**src/rtl/core/nmea_pkg.sv**
```systemverilog
// ----------------------------------------------------------------------------
// nmea_pkg
// Types, character codes and conversion helpers for the NMEA GGA/RMC parser.
// ----------------------------------------------------------------------------
package nmea_pkg;

    typedef enum logic [1:0] {
        KIND_OTHER = 2'd0,
        KIND_GGA   = 2'd1,
        KIND_RMC   = 2'd2
    } t_kind;

    typedef enum logic [2:0] {
        ROLE_NONE     = 3'd0,
        ROLE_LAT      = 3'd1,
        ROLE_LAT_HEMI = 3'd2,
        ROLE_LON      = 3'd3,
        ROLE_LON_HEMI = 3'd4,
        ROLE_STATUS   = 3'd5,
        ROLE_QUALITY  = 3'd6
    } t_role;

    localparam logic [7:0] CH_LF     = 8'h0A;
    localparam logic [7:0] CH_CR     = 8'h0D;
    localparam logic [7:0] CH_DOLLAR = 8'h24;
    localparam logic [7:0] CH_STAR   = 8'h2A;
    localparam logic [7:0] CH_COMMA  = 8'h2C;
    localparam logic [7:0] CH_DOT    = 8'h2E;
    localparam logic [7:0] CH_ZERO   = 8'h30;
    localparam logic [7:0] CH_NINE   = 8'h39;
    localparam logic [7:0] CH_A      = 8'h41;
    localparam logic [7:0] CH_C      = 8'h43;
    localparam logic [7:0] CH_G      = 8'h47;
    localparam logic [7:0] CH_M      = 8'h4D;
    localparam logic [7:0] CH_N      = 8'h4E;
    localparam logic [7:0] CH_P      = 8'h50;
    localparam logic [7:0] CH_R      = 8'h52;
    localparam logic [7:0] CH_S      = 8'h53;
    localparam logic [7:0] CH_W      = 8'h57;

    localparam logic [23:0] E7          = 24'd10000000;
    localparam logic [31:0] MAG_MAX     = 32'h7FFF_FFFF;
    localparam logic [11:0] SAT_DEG     = 12'd215;
    localparam logic [2:0]  FRAC_DIGITS = 3'd7;
    // floor(x * RECIP_60 / 2^36) == floor(x / 60) for all x below 2^30
    localparam logic [30:0] RECIP_60    = 31'd1145324613;

    // coordinate text kept as degrees, two minute digits and a 1e-7 fraction
    typedef struct packed {
        logic        sat;
        logic [7:0]  deg;
        logic [3:0]  tens;
        logic [3:0]  ones;
        logic [23:0] frac;
    } t_coord;

    typedef struct packed {
        t_kind kind;
        logic  valid;
        logic  held;
    } t_meta;

    typedef struct packed {
        logic        sat;
        logic        neg;
        logic [31:0] deg_e7;
        logic [29:0] min_e7;
    } t_conv2;

    typedef struct packed {
        logic        sat;
        logic        neg;
        logic [31:0] deg_e7;
        logic [23:0] quot;
    } t_conv3;

    function automatic t_role field_role(t_kind kind, logic [2:0] num);
        t_role r;
        r = ROLE_NONE;
        case (kind)
            KIND_GGA: begin
                case (num)
                    3'd2:    r = ROLE_LAT;
                    3'd3:    r = ROLE_LAT_HEMI;
                    3'd4:    r = ROLE_LON;
                    3'd5:    r = ROLE_LON_HEMI;
                    3'd6:    r = ROLE_QUALITY;
                    default: r = ROLE_NONE;
                endcase
            end
            KIND_RMC: begin
                case (num)
                    3'd2:    r = ROLE_STATUS;
                    3'd3:    r = ROLE_LAT;
                    3'd4:    r = ROLE_LAT_HEMI;
                    3'd5:    r = ROLE_LON;
                    3'd6:    r = ROLE_LON_HEMI;
                    default: r = ROLE_NONE;
                endcase
            end
            default: r = ROLE_NONE;
        endcase
        return r;
    endfunction

    // integer digit: shift through the two minute digits into degrees
    function automatic t_coord coord_int_digit(t_coord c, logic [3:0] d);
        t_coord      r;
        logic [11:0] deg_x;
        r     = c;
        deg_x = {4'd0, c.deg} * 12'd10 + {8'd0, c.tens};
        if (!c.sat) begin
            if (deg_x >= SAT_DEG) begin
                r.sat = 1'b1;
            end
            r.deg  = deg_x[7:0];
            r.tens = c.ones;
            r.ones = d;
        end
        return r;
    endfunction

    function automatic t_coord coord_frac_digit(t_coord c, logic [3:0] d, logic [2:0] idx);
        t_coord      r;
        logic [23:0] w;
        logic [27:0] p;
        r = c;
        case (idx)
            3'd0:    w = 24'd1000000;
            3'd1:    w = 24'd100000;
            3'd2:    w = 24'd10000;
            3'd3:    w = 24'd1000;
            3'd4:    w = 24'd100;
            3'd5:    w = 24'd10;
            3'd6:    w = 24'd1;
            default: w = 24'd0;
        endcase
        p      = {24'd0, d} * {4'd0, w};
        r.frac = c.frac + p[23:0];
        return r;
    endfunction

    function automatic t_conv2 conv_scale(t_coord c, logic neg);
        t_conv2      r;
        logic [6:0]  mins;
        logic [30:0] me;
        logic [31:0] de;
        mins     = {3'd0, c.tens} * 7'd10 + {3'd0, c.ones};
        me       = {24'd0, mins} * {7'd0, E7} + {7'd0, c.frac};
        de       = {24'd0, c.deg} * {8'd0, E7};
        r.sat    = c.sat;
        r.neg    = neg;
        r.deg_e7 = de;
        r.min_e7 = me[29:0];
        return r;
    endfunction

    function automatic t_conv3 conv_div(t_conv2 c);
        t_conv3      r;
        logic [60:0] p;
        p        = {31'd0, c.min_e7} * {30'd0, RECIP_60};
        r.sat    = c.sat;
        r.neg    = c.neg;
        r.deg_e7 = c.deg_e7;
        r.quot   = p[59:36];
        return r;
    endfunction

    function automatic logic [31:0] conv_final(t_conv3 c, logic valid);
        logic [32:0] mag;
        logic [31:0] m;
        logic [31:0] res;
        mag = {1'b0, c.deg_e7} + {9'd0, c.quot};
        if (c.sat || (mag > {1'b0, MAG_MAX})) begin
            m = MAG_MAX;
        end else begin
            m = mag[31:0];
        end
        res = c.neg ? (32'd0 - m) : m;
        if (!valid) begin
            res = '0;
        end
        return res;
    endfunction

endpackage

```
**src/rtl/core/nmea_gga_rmc_position_parser.sv**
```systemverilog
// ----------------------------------------------------------------------------
// nmea_gga_rmc_position_parser
// Parses GGA and RMC sentences byte by byte and reports fix and position.
// ----------------------------------------------------------------------------
//  channel  dir  tdata                            tuser
//  s_axis   in   [7:0] rx_byte                    -
//  m_axis   out  [31:0] lat_e7, [63:32] lon_e7    [1:0] kind, [2] fix_valid, [3] fix_held
//
//  one byte is taken every cycle while s_axis tready is high; the line state updates in the cycle of the beat
//  a newline result is captured, then passes scale, divide-by-60 and saturate stages
//  into the output register, each stage holding while the stages after it stall
//  s_axis tready drops only when all four result stages are full and m_axis stalls
//  synchronous reset clears the line state and the fix flag; no clearing pass
// ----------------------------------------------------------------------------
module nmea_gga_rmc_position_parser #(
    parameter int LINE_BYTES        = 128,
    parameter int COORD_FIELD_BYTES = 16
) (
    input  logic        i_clk,
    input  logic        i_rst_n,
    input  logic        i_s_axis_tvalid,
    output logic        o_s_axis_tready,
    input  logic [7:0]  i_s_axis_tdata,   // [7:0] rx_byte
    output logic        o_m_axis_tvalid,
    input  logic        i_m_axis_tready,
    output logic [63:0] o_m_axis_tdata,   // [31:0] latitude_e7, [63:32] longitude_e7
    output logic [3:0]  o_m_axis_tuser    // [1:0] sentence_kind, [2] fix_valid, [3] fix_held
);
    import nmea_pkg::*;

    localparam int LW  = $clog2(LINE_BYTES);
    localparam int FLW = $clog2(COORD_FIELD_BYTES + 1);
    localparam logic [LW-1:0]  LINE_LAST = LW'(LINE_BYTES - 1);
    localparam logic [FLW-1:0] FLD_MAX   = FLW'(COORD_FIELD_BYTES);

    // line state
    logic [LW-1:0]  r_line_len, n_line_len;
    logic [2:0]     r_field_num, n_field_num;
    logic [FLW-1:0] r_field_len, n_field_len;
    logic [7:0]     r_first, n_first;
    logic           r_pfx_gga, n_pfx_gga;
    logic           r_pfx_rmc, n_pfx_rmc;
    logic           r_pfx_dollar, n_pfx_dollar;
    t_coord         r_lat, n_lat;
    t_coord         r_lon, n_lon;
    logic           r_lat_neg, n_lat_neg;
    logic           r_lon_neg, n_lon_neg;
    logic           r_stat_a, n_stat_a;
    logic           r_qual_ok, n_qual_ok;
    logic           r_lat_p, n_lat_p;
    logic           r_lon_p, n_lon_p;
    logic           r_fix, n_fix;
    logic           r_scan_dot, n_scan_dot;
    logic           r_scan_stop, n_scan_stop;
    logic [2:0]     r_scan_frac, n_scan_frac;

    // result pipeline
    logic   r_v1, r_v2, r_v3, r_o_valid;
    t_meta  r_s1_meta, r_s2_meta, r_s3_meta, r_o_meta;
    t_coord r_s1_lat, r_s1_lon;
    logic   r_s1_lat_neg, r_s1_lon_neg;
    t_conv2 r_s2_lat, r_s2_lon;
    t_conv3 r_s3_lat, r_s3_lon;
    logic [31:0] r_o_lat, r_o_lon;

    logic   w_o_free, w_en3, w_en2, w_en1, w_acc;
    logic   w_res_load;
    t_meta  w_res_meta;
    logic [7:0] w_c;
    logic [3:0] w_digit;
    t_kind  w_kind;
    t_role  w_role;
    logic   w_one, w_hemi_neg, w_coord_ok;
    logic   w_c_lat_p, w_c_lon_p, w_c_lat_neg, w_c_lon_neg, w_c_stat, w_c_qual;
    t_coord w_sel, w_upd;

    assign w_o_free        = !r_o_valid || i_m_axis_tready;
    assign w_en3           = !r_v3 || w_o_free;
    assign w_en2           = !r_v2 || w_en3;
    assign w_en1           = !r_v1 || w_en2;
    assign o_s_axis_tready = w_en1;
    assign w_acc           = i_s_axis_tvalid && w_en1;
    assign w_c             = i_s_axis_tdata;
    assign w_digit         = 4'(w_c - CH_ZERO);

    assign w_kind = (r_line_len < LW'(6)) ? KIND_OTHER :
                    r_pfx_gga ? KIND_GGA :
                    r_pfx_rmc ? KIND_RMC : KIND_OTHER;
    assign w_role = field_role(w_kind, r_field_num);

    // flags as they stand once the current field is closed
    assign w_one       = (r_field_len == FLW'(1));
    assign w_hemi_neg  = w_one && ((r_first == CH_S) || (r_first == CH_W));
    assign w_coord_ok  = (r_field_len != '0) && (r_field_len < FLD_MAX);
    assign w_c_lat_p   = r_lat_p || ((w_role == ROLE_LAT) && w_coord_ok);
    assign w_c_lon_p   = r_lon_p || ((w_role == ROLE_LON) && w_coord_ok);
    assign w_c_lat_neg = r_lat_neg || ((w_role == ROLE_LAT_HEMI) && w_hemi_neg);
    assign w_c_lon_neg = r_lon_neg || ((w_role == ROLE_LON_HEMI) && w_hemi_neg);
    assign w_c_stat    = r_stat_a || ((w_role == ROLE_STATUS) && w_one && (r_first == CH_A));
    assign w_c_qual    = r_qual_ok || ((w_role == ROLE_QUALITY) && (r_field_len != '0) &&
                         (r_field_len < FLW'(4)) && (r_first != CH_ZERO));

    always_comb begin
        n_line_len   = r_line_len;
        n_field_num  = r_field_num;
        n_field_len  = r_field_len;
        n_first      = r_first;
        n_pfx_gga    = r_pfx_gga;
        n_pfx_rmc    = r_pfx_rmc;
        n_pfx_dollar = r_pfx_dollar;
        n_lat        = r_lat;
        n_lon        = r_lon;
        n_lat_neg    = r_lat_neg;
        n_lon_neg    = r_lon_neg;
        n_stat_a     = r_stat_a;
        n_qual_ok    = r_qual_ok;
        n_lat_p      = r_lat_p;
        n_lon_p      = r_lon_p;
        n_fix        = r_fix;
        n_scan_dot   = r_scan_dot;
        n_scan_stop  = r_scan_stop;
        n_scan_frac  = r_scan_frac;
        w_res_load   = 1'b0;
        w_res_meta   = '0;
        w_sel        = (w_role == ROLE_LAT) ? r_lat : r_lon;
        w_upd        = w_sel;

        if (w_acc && (w_c != CH_CR)) begin
            if ((w_c == CH_LF) || (r_line_len == LINE_LAST)) begin
                if ((w_c == CH_LF) && (r_line_len != '0) && r_pfx_dollar) begin
                    w_res_load       = 1'b1;
                    w_res_meta.kind  = w_kind;
                    w_res_meta.valid = w_c_lat_p && w_c_lon_p &&
                                       (((w_kind == KIND_GGA) && w_c_qual) ||
                                        ((w_kind == KIND_RMC) && w_c_stat));
                    w_res_meta.held  = (w_kind != KIND_OTHER) ? w_res_meta.valid : r_fix;
                    n_fix            = w_res_meta.held;
                end
                // an empty line leaves everything as it is
                if ((w_c != CH_LF) || (r_line_len != '0)) begin
                    n_line_len   = '0;
                    n_field_num  = '0;
                    n_field_len  = '0;
                    n_first      = '0;
                    n_pfx_gga    = 1'b0;
                    n_pfx_rmc    = 1'b0;
                    n_pfx_dollar = 1'b0;
                    n_lat        = '0;
                    n_lon        = '0;
                    n_lat_neg    = 1'b0;
                    n_lon_neg    = 1'b0;
                    n_stat_a     = 1'b0;
                    n_qual_ok    = 1'b0;
                    n_lat_p      = 1'b0;
                    n_lon_p      = 1'b0;
                    n_scan_dot   = 1'b0;
                    n_scan_stop  = 1'b0;
                    n_scan_frac  = '0;
                end
            end else begin
                // prefix match over the first six bytes
                if (r_line_len == LW'(0)) begin
                    if (w_c == CH_DOLLAR) begin
                        n_pfx_gga    = 1'b1;
                        n_pfx_rmc    = 1'b1;
                        n_pfx_dollar = 1'b1;
                    end
                end else if (r_line_len == LW'(1)) begin
                    n_pfx_gga = r_pfx_gga && (w_c == CH_G);
                    n_pfx_rmc = r_pfx_rmc && (w_c == CH_G);
                end else if (r_line_len == LW'(2)) begin
                    n_pfx_gga = r_pfx_gga && ((w_c == CH_P) || (w_c == CH_N));
                    n_pfx_rmc = r_pfx_rmc && ((w_c == CH_P) || (w_c == CH_N));
                end else if (r_line_len == LW'(3)) begin
                    n_pfx_gga = r_pfx_gga && (w_c == CH_G);
                    n_pfx_rmc = r_pfx_rmc && (w_c == CH_R);
                end else if (r_line_len == LW'(4)) begin
                    n_pfx_gga = r_pfx_gga && (w_c == CH_G);
                    n_pfx_rmc = r_pfx_rmc && (w_c == CH_M);
                end else if (r_line_len == LW'(5)) begin
                    n_pfx_gga = r_pfx_gga && (w_c == CH_A);
                    n_pfx_rmc = r_pfx_rmc && (w_c == CH_C);
                end

                if ((w_kind != KIND_OTHER) && (r_field_num <= 3'd6)) begin
                    if ((w_c == CH_COMMA) || (w_c == CH_STAR)) begin
                        n_lat_p     = w_c_lat_p;
                        n_lon_p     = w_c_lon_p;
                        n_lat_neg   = w_c_lat_neg;
                        n_lon_neg   = w_c_lon_neg;
                        n_stat_a    = w_c_stat;
                        n_qual_ok   = w_c_qual;
                        n_field_num = r_field_num + 3'd1;
                        n_field_len = '0;
                        n_first     = '0;
                        n_scan_dot  = 1'b0;
                        n_scan_stop = 1'b0;
                        n_scan_frac = '0;
                    end else begin
                        if (r_field_len == '0) begin
                            n_first = w_c;
                        end
                        if (r_field_len != FLD_MAX) begin
                            n_field_len = r_field_len + FLW'(1);
                        end
                        if (((w_role == ROLE_LAT) || (w_role == ROLE_LON)) && !r_scan_stop) begin
                            if ((w_c >= CH_ZERO) && (w_c <= CH_NINE)) begin
                                if (!r_scan_dot) begin
                                    w_upd = coord_int_digit(w_sel, w_digit);
                                end else if (r_scan_frac < FRAC_DIGITS) begin
                                    w_upd       = coord_frac_digit(w_sel, w_digit, r_scan_frac);
                                    n_scan_frac = r_scan_frac + 3'd1;
                                end
                            end else if ((w_c == CH_DOT) && !r_scan_dot) begin
                                n_scan_dot = 1'b1;
                            end else begin
                                n_scan_stop = 1'b1;
                            end
                            if (w_role == ROLE_LAT) begin
                                n_lat = w_upd;
                            end else begin
                                n_lon = w_upd;
                            end
                        end
                    end
                end
                n_line_len = r_line_len + LW'(1);
            end
        end
    end

    always_ff @(posedge i_clk) begin
        if (!i_rst_n) begin
            r_line_len   <= '0;
            r_field_num  <= '0;
            r_field_len  <= '0;
            r_first      <= '0;
            r_pfx_gga    <= 1'b0;
            r_pfx_rmc    <= 1'b0;
            r_pfx_dollar <= 1'b0;
            r_lat        <= '0;
            r_lon        <= '0;
            r_lat_neg    <= 1'b0;
            r_lon_neg    <= 1'b0;
            r_stat_a     <= 1'b0;
            r_qual_ok    <= 1'b0;
            r_lat_p      <= 1'b0;
            r_lon_p      <= 1'b0;
            r_fix        <= 1'b0;
            r_scan_dot   <= 1'b0;
            r_scan_stop  <= 1'b0;
            r_scan_frac  <= '0;
            r_v1         <= 1'b0;
            r_v2         <= 1'b0;
            r_v3         <= 1'b0;
            r_o_valid    <= 1'b0;
        end else begin
            r_line_len   <= n_line_len;
            r_field_num  <= n_field_num;
            r_field_len  <= n_field_len;
            r_first      <= n_first;
            r_pfx_gga    <= n_pfx_gga;
            r_pfx_rmc    <= n_pfx_rmc;
            r_pfx_dollar <= n_pfx_dollar;
            r_lat        <= n_lat;
            r_lon        <= n_lon;
            r_lat_neg    <= n_lat_neg;
            r_lon_neg    <= n_lon_neg;
            r_stat_a     <= n_stat_a;
            r_qual_ok    <= n_qual_ok;
            r_lat_p      <= n_lat_p;
            r_lon_p      <= n_lon_p;
            r_fix        <= n_fix;
            r_scan_dot   <= n_scan_dot;
            r_scan_stop  <= n_scan_stop;
            r_scan_frac  <= n_scan_frac;
            if (w_en1) begin
                r_v1 <= w_res_load;
            end
            if (w_en2) begin
                r_v2 <= r_v1;
            end
            if (w_en3) begin
                r_v3 <= r_v2;
            end
            if (w_o_free) begin
                r_o_valid <= r_v3;
            end
        end
    end

    // result payload: capture, scale, divide by 60, then add, saturate, sign, zero if no fix
    always_ff @(posedge i_clk) begin
        if (w_res_load) begin
            r_s1_meta    <= w_res_meta;
            r_s1_lat     <= r_lat;
            r_s1_lon     <= r_lon;
            r_s1_lat_neg <= w_c_lat_neg;
            r_s1_lon_neg <= w_c_lon_neg;
        end
        if (w_en2) begin
            r_s2_meta <= r_s1_meta;
            r_s2_lat  <= conv_scale(r_s1_lat, r_s1_lat_neg);
            r_s2_lon  <= conv_scale(r_s1_lon, r_s1_lon_neg);
        end
        if (w_en3) begin
            r_s3_meta <= r_s2_meta;
            r_s3_lat  <= conv_div(r_s2_lat);
            r_s3_lon  <= conv_div(r_s2_lon);
        end
        if (w_o_free) begin
            r_o_meta <= r_s3_meta;
            r_o_lat  <= conv_final(r_s3_lat, r_s3_meta.valid);
            r_o_lon  <= conv_final(r_s3_lon, r_s3_meta.valid);
        end
    end

    assign o_m_axis_tvalid = r_o_valid;
    assign o_m_axis_tdata  = {r_o_lon, r_o_lat};
    assign o_m_axis_tuser  = {r_o_meta.held, r_o_meta.valid, r_o_meta.kind};

`ifndef SYNTHESIS
    a_other_no_fix: assert property (@(posedge i_clk) disable iff (!i_rst_n)
        (o_m_axis_tvalid && (o_m_axis_tuser[1:0] == KIND_OTHER)) |-> !o_m_axis_tuser[2])
        else $error("fix reported on a sentence of another kind");

    a_valid_held: assert property (@(posedge i_clk) disable iff (!i_rst_n)
        (o_m_axis_tvalid && o_m_axis_tuser[2]) |-> o_m_axis_tuser[3])
        else $error("fix flag not held after a valid fix");

    a_no_fix_zero: assert property (@(posedge i_clk) disable iff (!i_rst_n)
        (o_m_axis_tvalid && !o_m_axis_tuser[2]) |-> (o_m_axis_tdata == 64'd0))
        else $error("position nonzero without a fix");

    a_prefix_dollar: assert property (@(posedge i_clk) disable iff (!i_rst_n)
        !r_pfx_dollar |-> (!r_pfx_gga && !r_pfx_rmc))
        else $error("sentence match without a leading dollar");

    a_fix_source: assert property (@(posedge i_clk) disable iff (!i_rst_n)
        (r_fix != $past(r_fix)) |-> $past(w_res_load && (w_res_meta.kind != KIND_OTHER)))
        else $error("fix flag changed without a gga or rmc line");
`endif

endmodule
```
**config.mk**
```make
export PLATFORM = sky130hd
export DESIGN_NAME = nmea_gga_rmc_position_parser
export DESIGN_NICKNAME = d
export VERILOG_FILES = /design/src/rtl/core/nmea_pkg.sv /design/src/rtl/core/nmea_gga_rmc_position_parser.sv
export SDC_FILE = /design/constraint.sdc
export NUM_CORES = 2
export LEC_CHECK = 0
export ABC_CLOCK_PERIOD_IN_PS = 9000
export BUFFER_PORTS_ARGS = -buffer_cell sky130_fd_sc_hd__buf_2
export CORE_MARGIN = 2
export CORE_UTILIZATION = 55
export CTS_CLUSTER_DIAMETER = 60
export DETAILED_ROUTE_END_ITERATION = 8
export GPL_TIMING_DRIVEN = 0
export PLACE_DENSITY = 0.78
export REMOVE_ABC_BUFFERS = 1
export SLEW_MARGIN = 10
export SYNTH_ARGS = -nofsm -noshare
export SYNTH_HDL_FRONTEND = slang
export SYNTH_SLANG_ARGS = --single-unit
export TNS_END_PERCENT = 10
```
**constraint.sdc**
```tcl
create_clock -name i_clk -period 9 [get_ports i_clk]
set_input_delay 0.9 -clock i_clk [delete_from_list [all_inputs] [get_ports i_clk]]
set_output_delay 0.9 -clock i_clk [all_outputs]
set_load 0.01 [all_outputs]
```
Word-level counts from Yosys, hierarchy flattened
Index checks and enable logic that the tools add are counted.
Widths: inputs -> output; s select.
{"block": "word_totals", "out_inout_bits": 70, "register_bits": 504, "input_bits": 12, "elab_cells": 360}
{"block": "op_classes", "n_reduce_logical": 88, "order_cmp": 10, "eq_ne": 51, "muxes": 113, "multipliers": 10, "add_sub_neg": 15}
{"operator": "$mux 41", "n": 14}
{"operator": "$mux 24", "n": 9}
{"operator": "$mux 32", "n": 6}
{"operator": "$pmux 20 s7", "n": 1}
{"operator": "$mul 30x31->60 const B", "n": 2}
{"operator": "$eq 8x7->1 const B", "n": 10}
{"operator": "$add 32x24->33", "n": 2}
{"operator": "$gt 33x31->1 const B", "n": 2}
{"operator": "$sub 1x32->32 const A", "n": 2}
{"operator": "$add 30x24->30", "n": 2}
{"operator": "$mux 1", "n": 53}
{"operator": "$mul 8x17->25 const B", "n": 2}
{"operator": "$mul 7x17->23 const B", "n": 2}
{"operator": "$mux 8", "n": 5}
{"operator": "$mux 3", "n": 11}
{"operator": "$eq 8x6->1 const B", "n": 4}
{"operator": "$logic_and 1x1->1", "n": 31}
{"operator": "$pmux 3 s5", "n": 2}
{"operator": "$eq 3x3->1 const B", "n": 9}
{"operator": "$mux 5", "n": 5}
{"operator": "$add 24x24->24", "n": 1}
{"operator": "$mul 4x24->24", "n": 1}
{"operator": "$reduce_and 6->1", "n": 4}
{"operator": "$reduce_bool 3->1", "n": 7}
{"operator": "49 further kinds", "n": 100}

Depth between registers and ports, before layout
{"block": "logic_depth", "word_depth": 23, "ltp_mapped": 28, "mapped_depth_nobuf": 28}

Least setup slack after synthesis
Ideal clock, no wire load.
{"block": "synth_timing", "path_type": "register -> register", "startpoint": "reg r_s1_lon[29] (netlist name)", "endpoint": "reg r_s2_lon[29] (netlist name), data pin", "path_buffers": 0, "setup_ns": 0.258, "t_arrival_ns": 6.591, "slack_ns": 2.152, "required_ns": 8.742, "synth_period_minus_slack_ns": 6.848, "path_stages_with_launch": 27, "cell_sequence": "edfxtp_1 -> ha_1 -> ha_1 -> inv_1 -> fa_1 -> nor3b_1 -> xnor2_1 -> ha_1 -> inv_1 -> fa_1 -> inv_1 -> fa_1 -> fa_1 -> ha_1 -> and3_1 -> a211o_1 -> xor2_1 -> ha_1 -> or2_2 -> a21oi_1 -> a31oi_1 -> a21oi_1 -> nor2b_1 -> o21ai_0 -> a2111oi_0 -> nand4_1 -> xnor2_1"}
{"block": "synth_between", "elab_chain_cells": 4}
{"element": "start: declaration", "line": "nmea_gga_rmc_position_parser.sv:60", "source": "t_coord r_s1_lat, r_s1_lon;"}
{"element": "start signal: assignment", "line": "nmea_gga_rmc_position_parser.sv:297", "source": "r_s1_lon <= r_lon;"}
{"element": "$mul 4x3->6", "line": "nmea_pkg.sv:148", "source": "mins = {3'd0, c.tens} * 7'd10 + {3'd0, c.ones};"}
{"element": "$add 7x4->7", "line": "nmea_pkg.sv:148"}
{"element": "$mul 7x17->23", "line": "nmea_pkg.sv:149", "source": "me = {24'd0, mins} * {7'd0, E7} + {7'd0, c.frac};"}
{"element": "$add 30x24->30", "line": "nmea_pkg.sv:149"}
{"element": "end signal: assignment", "line": "nmea_gga_rmc_position_parser.sv:304", "source": "r_s2_lon <= conv_scale(r_s1_lon, r_s1_lon_neg);"}
{"element": "end: declaration", "line": "nmea_gga_rmc_position_parser.sv:62", "source": "t_conv2 r_s2_lat, r_s2_lon;"}
No other way between the ends.
A chain may end at the register's enable or synchronous reset.

Final worst setup path
{"block": "layout_timing", "startpoint": "reg r_s1_lat[31] (netlist name)", "endpoint": "reg r_s2_lat[27] (netlist name), data pin"}
{"block": "layout_between", "elab_chain_cells": 4}
{"element": "start: declaration", "line": "nmea_gga_rmc_position_parser.sv:60"}
{"element": "start signal: assignment", "line": "nmea_gga_rmc_position_parser.sv:296", "source": "r_s1_lat <= r_lat;"}
{"element": "$mul 4x3->6", "line": "nmea_pkg.sv:148"}
{"element": "$add 7x4->7", "line": "nmea_pkg.sv:148"}
{"element": "$mul 7x17->23", "line": "nmea_pkg.sv:149"}
{"element": "$add 30x24->30", "line": "nmea_pkg.sv:149"}
{"element": "end signal: assignment", "line": "nmea_gga_rmc_position_parser.sv:303", "source": "r_s2_lat <= conv_scale(r_s1_lat, r_s1_lat_neg);"}
{"element": "end: declaration", "line": "nmea_gga_rmc_position_parser.sv:62"}
No other way between the ends.

==> results summary <==
The final routed wire length divided by cell count came out at 17.1 microns. The per-instance average area after synthesis is between 10 and 15 sq um. The area of the mapped netlist came out at 0.0503 sq mm. The synthesized netlist devotes 10.7% of its cell area to simple gates. Setup violations remaining at the end of the flow were counted as 0.

The fraction of the mapped netlist area in compound gates is 11.4%. The number of warnings issued by yosys is 0. The total area inside the core boundary comes to 0.0903 sq mm.

The share of the Yosys chip area taken by registers is 27.6%. TritonCTS built the clock tree. The row count is 110.

The starting density of the core is 55.7%. In the layout the commonest cells are sky130_fd_sc_hd__ha_1, sky130_fd_sc_hd__inv_1, sky130_fd_sc_hd__edfxtp_1. The quantity of hold-fixing buffers added after cts is 0. Summing the areas of all xor and xnor instances in the mapped netlist gives 4.36% of the synthesized area. Routability-driven placement finished with a final weighted congestion of 0.908.

The remaining design rule violation count came out at 0. The number of max-cap violations is 0. The power per cell area came out at 95.4 mW/mm^2.

The maximum cell stage delay along the critical path is 0.90 ns. The first-pass iteration count of the detailed router is 5. Sorting the synthesized cells by area gives the leading types as sky130_fd_sc_hd__ha_1, sky130_fd_sc_hd__edfxtp_1, sky130_fd_sc_hd__fa_1, sky130_fd_sc_hd__inv_1, sky130_fd_sc_hd__dfxtp_1. The number of antenna violations at the first check in global routing is 0.

Global routing used 22.7% of the available tracks. The data arrival time at the worst-slack endpoint is 8.18 ns. The die area came out at 0.0938 sq mm. The tightest min-delay check is of the reg2reg type. The worst setup path is of the reg2reg kind. In this run the tool buffered the top-level ports with 81 buffer cells. The total of flip-flops plus latches after synthesis is 504. The library cell appearing most often on the critical path is sky130_fd_sc_hd__ha_1. The number of vias in the routed layout came out at 34,800. The cell area after placement came out at about 0.052 sq mm. The area share of the largest cell type after synthesis is 23.7%. At the placement stage, the worst setup path has a slack of 1.29 ns. The synthesized design contains 380 enable-type register cells. From left edge to right edge, the die measures 306 microns. On the final layout, the worst hold slack is 0.411 ns. The number of buffers and inverters on the critical path is 2. The combinational family with the most area after synthesis is adder cells. Summing internal, switching and leakage power gives 5.14 mW. The share of flip-flops with an asynchronous set or reset after synthesis came out at 0%. The unique cell type count in the Yosys netlist is 100.

The maximum clock path buffer count is 3. The adder-cell share of the synthesized area came out at 38.6%. STA classifies the critical path endpoint as a flip-flop. The achievable frequency is roughly 130 MHz.

The post-route minimum period is 7.76 ns. The count of nets left with antenna violations once routing finished came out at 0. The number of antenna diodes is 0. The critical path startpoint category is a flip-flop.

The insertion delay to the later sink of the worst-skew pair is ~0.63 ns. The total routed wirelength came out at 106 mm. The gate count after technology mapping came out at 4,895.

For the worst setup path, the data required time is 9.42 ns. The area growth from synthesis to final layout is 7.15%. The slowest stage of the critical path is the sky130_fd_sc_hd__xnor2_1 cell.

The number of placed I/O pins is 82. Traced cell by cell, the critical path runs through ha_1, ha_1, inv_1, fa_1, nor3b_1, xnor2_1, ha_1, fa_1, inv_1, ha_1, fa_1, ha_1, and2_1, a311o_1, o311ai_0, o21ai_0, xor2_1, ha_1, o21ai_0, a41oi_1, nor3_1, nor2_1, nand2_1, xor2_1. Entering global routing, the biggest net connects 98 pins.

The highest net fanout along the worst path came out at 7. The count of endpoints failing hold in the final timing report is 0. The clock transition at the registers of the reported paths is approximately 0.070 ns. The sum of overflow across all layers after global routing is 0. The max-slew violation count is 0.

Leaving out fill and tap cells, the most frequent cell in the layout is sky130_fd_sc_hd__ha_1. The number of global-route vias before repair is 34,700. The maximum level of the CTS H-tree is 2. The worst-case IR drop observed on VDD is approximately 0.00013 V. The post-CTS setup repair buffer count is 0. For the final routed database, the setup TNS stands at 0 ns. The floorplan step set the die height to 306 microns. The ratio of cells with drive above 1 in the final layout came out at under 10%. The final critical-path share of the clock period is 86.3%. CTS saw 504 sinks. In this run the tightest slew margin relative to its limit is around 18%. In this run the clock root is driven by a sky130_fd_sc_hd__clkbuf_16. The HPWL after detailed placement is 85.9 mm. The number of fillers in the final layout is about 7,300. The post-layout worst setup margin is between 1 and 1.5 ns. The first-pass GRT wire length came out at ~170 mm. The number of nets in the finished design came out at 6,285.

The largest area contributor in the netlist is sky130_fd_sc_hd__ha_1. The final instance area came out at ~0.054 sq mm. The count of instances resized after the clock tree is built came out at 0. The transition time of the tightest slew-check pin is 1.20 ns. In the routed layout, each cell is associated on average with a via count of around 5.6. The leakage power figure is about 26 nW. The run finished with clean final reports.

The count of routing violations after the opening detailed-route iteration came out at between 2,000 and 2,500. The primary flip-flop cell chosen by synthesis mapping is sky130_fd_sc_hd__edfxtp_1. In the synthesized netlist, mux cells make up 1.22% of the area.

Setup repair after global routing left no endpoint under its margin. In this design, the largest share of critical-path delay is due to adder cells. The clock skew is 0.0241 ns.

The number of buffers created by CTS came out at 55.
report_power, final:
group | internal [mW] | switching (mW)
sequential | 2.48 | 0.0108
combinational | 0.160 | 0.217
clock | 1.27 | 0.994
final timing paths:
path           startpoint      endpoint  slack, ns  cells past startpoint
max          r_s1_lat[31]  r_s2_lat[27]       1.24                     24
min          r_s2_lat[47]  r_s3_lat[41]       0.41                      0
max reg2reg  r_s1_lat[31]  r_s2_lat[27]       1.24                     24
min reg2reg  r_s2_lat[47]  r_s3_lat[41]       0.41                      0
Yosys cell counts (12+ instances only):
cell type,n
sky130_fd_sc_hd__nand2b_1,36
sky130_fd_sc_hd__nor3b_1,21
sky130_fd_sc_hd__xor2_1,100
sky130_fd_sc_hd__o31ai_1,17
sky130_fd_sc_hd__or2_2,18
sky130_fd_sc_hd__or3_1,29
sky130_fd_sc_hd__dfxtp_1,124
sky130_fd_sc_hd__o21bai_1,23
sky130_fd_sc_hd__nand4_1,33
sky130_fd_sc_hd__inv_1,695
sky130_fd_sc_hd__mux2i_1,32
sky130_fd_sc_hd__o21a_1,40
sky130_fd_sc_hd__clkbuf_1,85
sky130_fd_sc_hd__a31oi_1,20
sky130_fd_sc_hd__o211ai_1,20
sky130_fd_sc_hd__nand3_1,86
sky130_fd_sc_hd__nor3_1,71
sky130_fd_sc_hd__nor2b_1,59
sky130_fd_sc_hd__o21ai_0,163
sky130_fd_sc_hd__edfxtp_1,380
sky130_fd_sc_hd__mux2_2,24
sky130_fd_sc_hd__nand2_1,332
sky130_fd_sc_hd__fa_1,374
sky130_fd_sc_hd__a21boi_0,64
sky130_fd_sc_hd__and3_1,31
sky130_fd_sc_hd__a21o_1,89
sky130_fd_sc_hd__a21oi_1,223
sky130_fd_sc_hd__and2_1,56
sky130_fd_sc_hd__xnor2_1,150
sky130_fd_sc_hd__a211oi_1,44
sky130_fd_sc_hd__nor2_1,282
sky130_fd_sc_hd__ha_1,951
sky130_fd_sc_hd__a22o_1,12
logic make-up (layout without fill, tap and decap cells):
kind of cell | after synthesis | in the layout
AOI/OAI and AO/OA | 855 | 855
muxes | 57 | 57
and+or+nand+nor | 1111 | 1111
adders and majority gates | 1325 | 1325
DFF | 504 | 504
xor gates and xnor gates | 250 | 250
buffers and inverters | 793 | 891
routing by layer:
metal / GRT usage (%) / wire, microns / up-vias / part of all wire (%)
met2: 38.9 / 50500 / 757 / 48
met1: 30.8 / 48400 / 16800 / 46
met5: 0 / 0 / - / 0
li1: - / - / 17100 / -
met3: 2.44 / 4750 / 130 / 4.5
met4: 5.21 / 2110 / 0 / 2.0
stage by stage:
step	instances	utilization [%]
2_1_floorplan	4797	-
3_3_place_gp	6054	57.3
3_5_place_dp	6067	57.6
4_1_cts	6169	59.6
5_1_grt	6169	59.6
6_report	6169	59.6
registers in the layout, indices dropped and copies added, names as in the netlist, 3 cells and up:
| name | cells |
|---|---|
| o_m_axis_tuser | 4 |
| r_field_len | 5 |
| r_field_num | 3 |
| r_first | 8 |
| r_lat | 41 |
| r_line_len | 7 |
| r_lon | 41 |
| r_o_lat | 32 |
| r_o_lon | 32 |
| r_s1_lat | 41 |
| r_s1_lon | 41 |
| r_s1_meta | 4 |
| r_s2_lat | 57 |
| r_s2_lon | 57 |
| r_s2_meta | 4 |
| r_s3_lat | 51 |
| r_s3_lon | 51 |
| r_s3_meta | 4 |
| r_scan_frac | 3 |
area by class of cell:
class	count	area (sq um)	area share, %
Clock inverter	40	408	0.757
Clock buffer	62	1410	2.62
Multi-Input combinational cell	3598	33300	61.9
Timing Repair Buffer	94	701	1.30
Inverter	695	2620	4.86
Tap cell	1176	1470	2.73
Sequential cell	504	13900	25.8
worst register-to-register path, cell delays in order, from the launching register on:
cell and delay (ns):
sky130_fd_sc_hd__edfxtp_1 0.44, sky130_fd_sc_hd__ha_1 0.32, sky130_fd_sc_hd__ha_1 0.14, sky130_fd_sc_hd__inv_1 0.05, sky130_fd_sc_hd__fa_1 0.51, sky130_fd_sc_hd__nor3b_1 0.07
sky130_fd_sc_hd__xnor2_1 0.90, sky130_fd_sc_hd__ha_1 0.46, sky130_fd_sc_hd__fa_1 0.52, sky130_fd_sc_hd__inv_1 0.05, sky130_fd_sc_hd__ha_1 0.30, sky130_fd_sc_hd__fa_1 0.47
sky130_fd_sc_hd__ha_1 0.36, sky130_fd_sc_hd__and2_1 0.15, sky130_fd_sc_hd__a311o_1 0.35, sky130_fd_sc_hd__o311ai_0 0.47, sky130_fd_sc_hd__o21ai_0 0.35, sky130_fd_sc_hd__xor2_1 0.24
sky130_fd_sc_hd__ha_1 0.37, sky130_fd_sc_hd__o21ai_0 0.12, sky130_fd_sc_hd__a41oi_1 0.25, sky130_fd_sc_hd__nor3_1 0.08, sky130_fd_sc_hd__nor2_1 0.22, sky130_fd_sc_hd__nand2_1 0.10
sky130_fd_sc_hd__xor2_1 0.26
(Power assumes the default switching activity.)
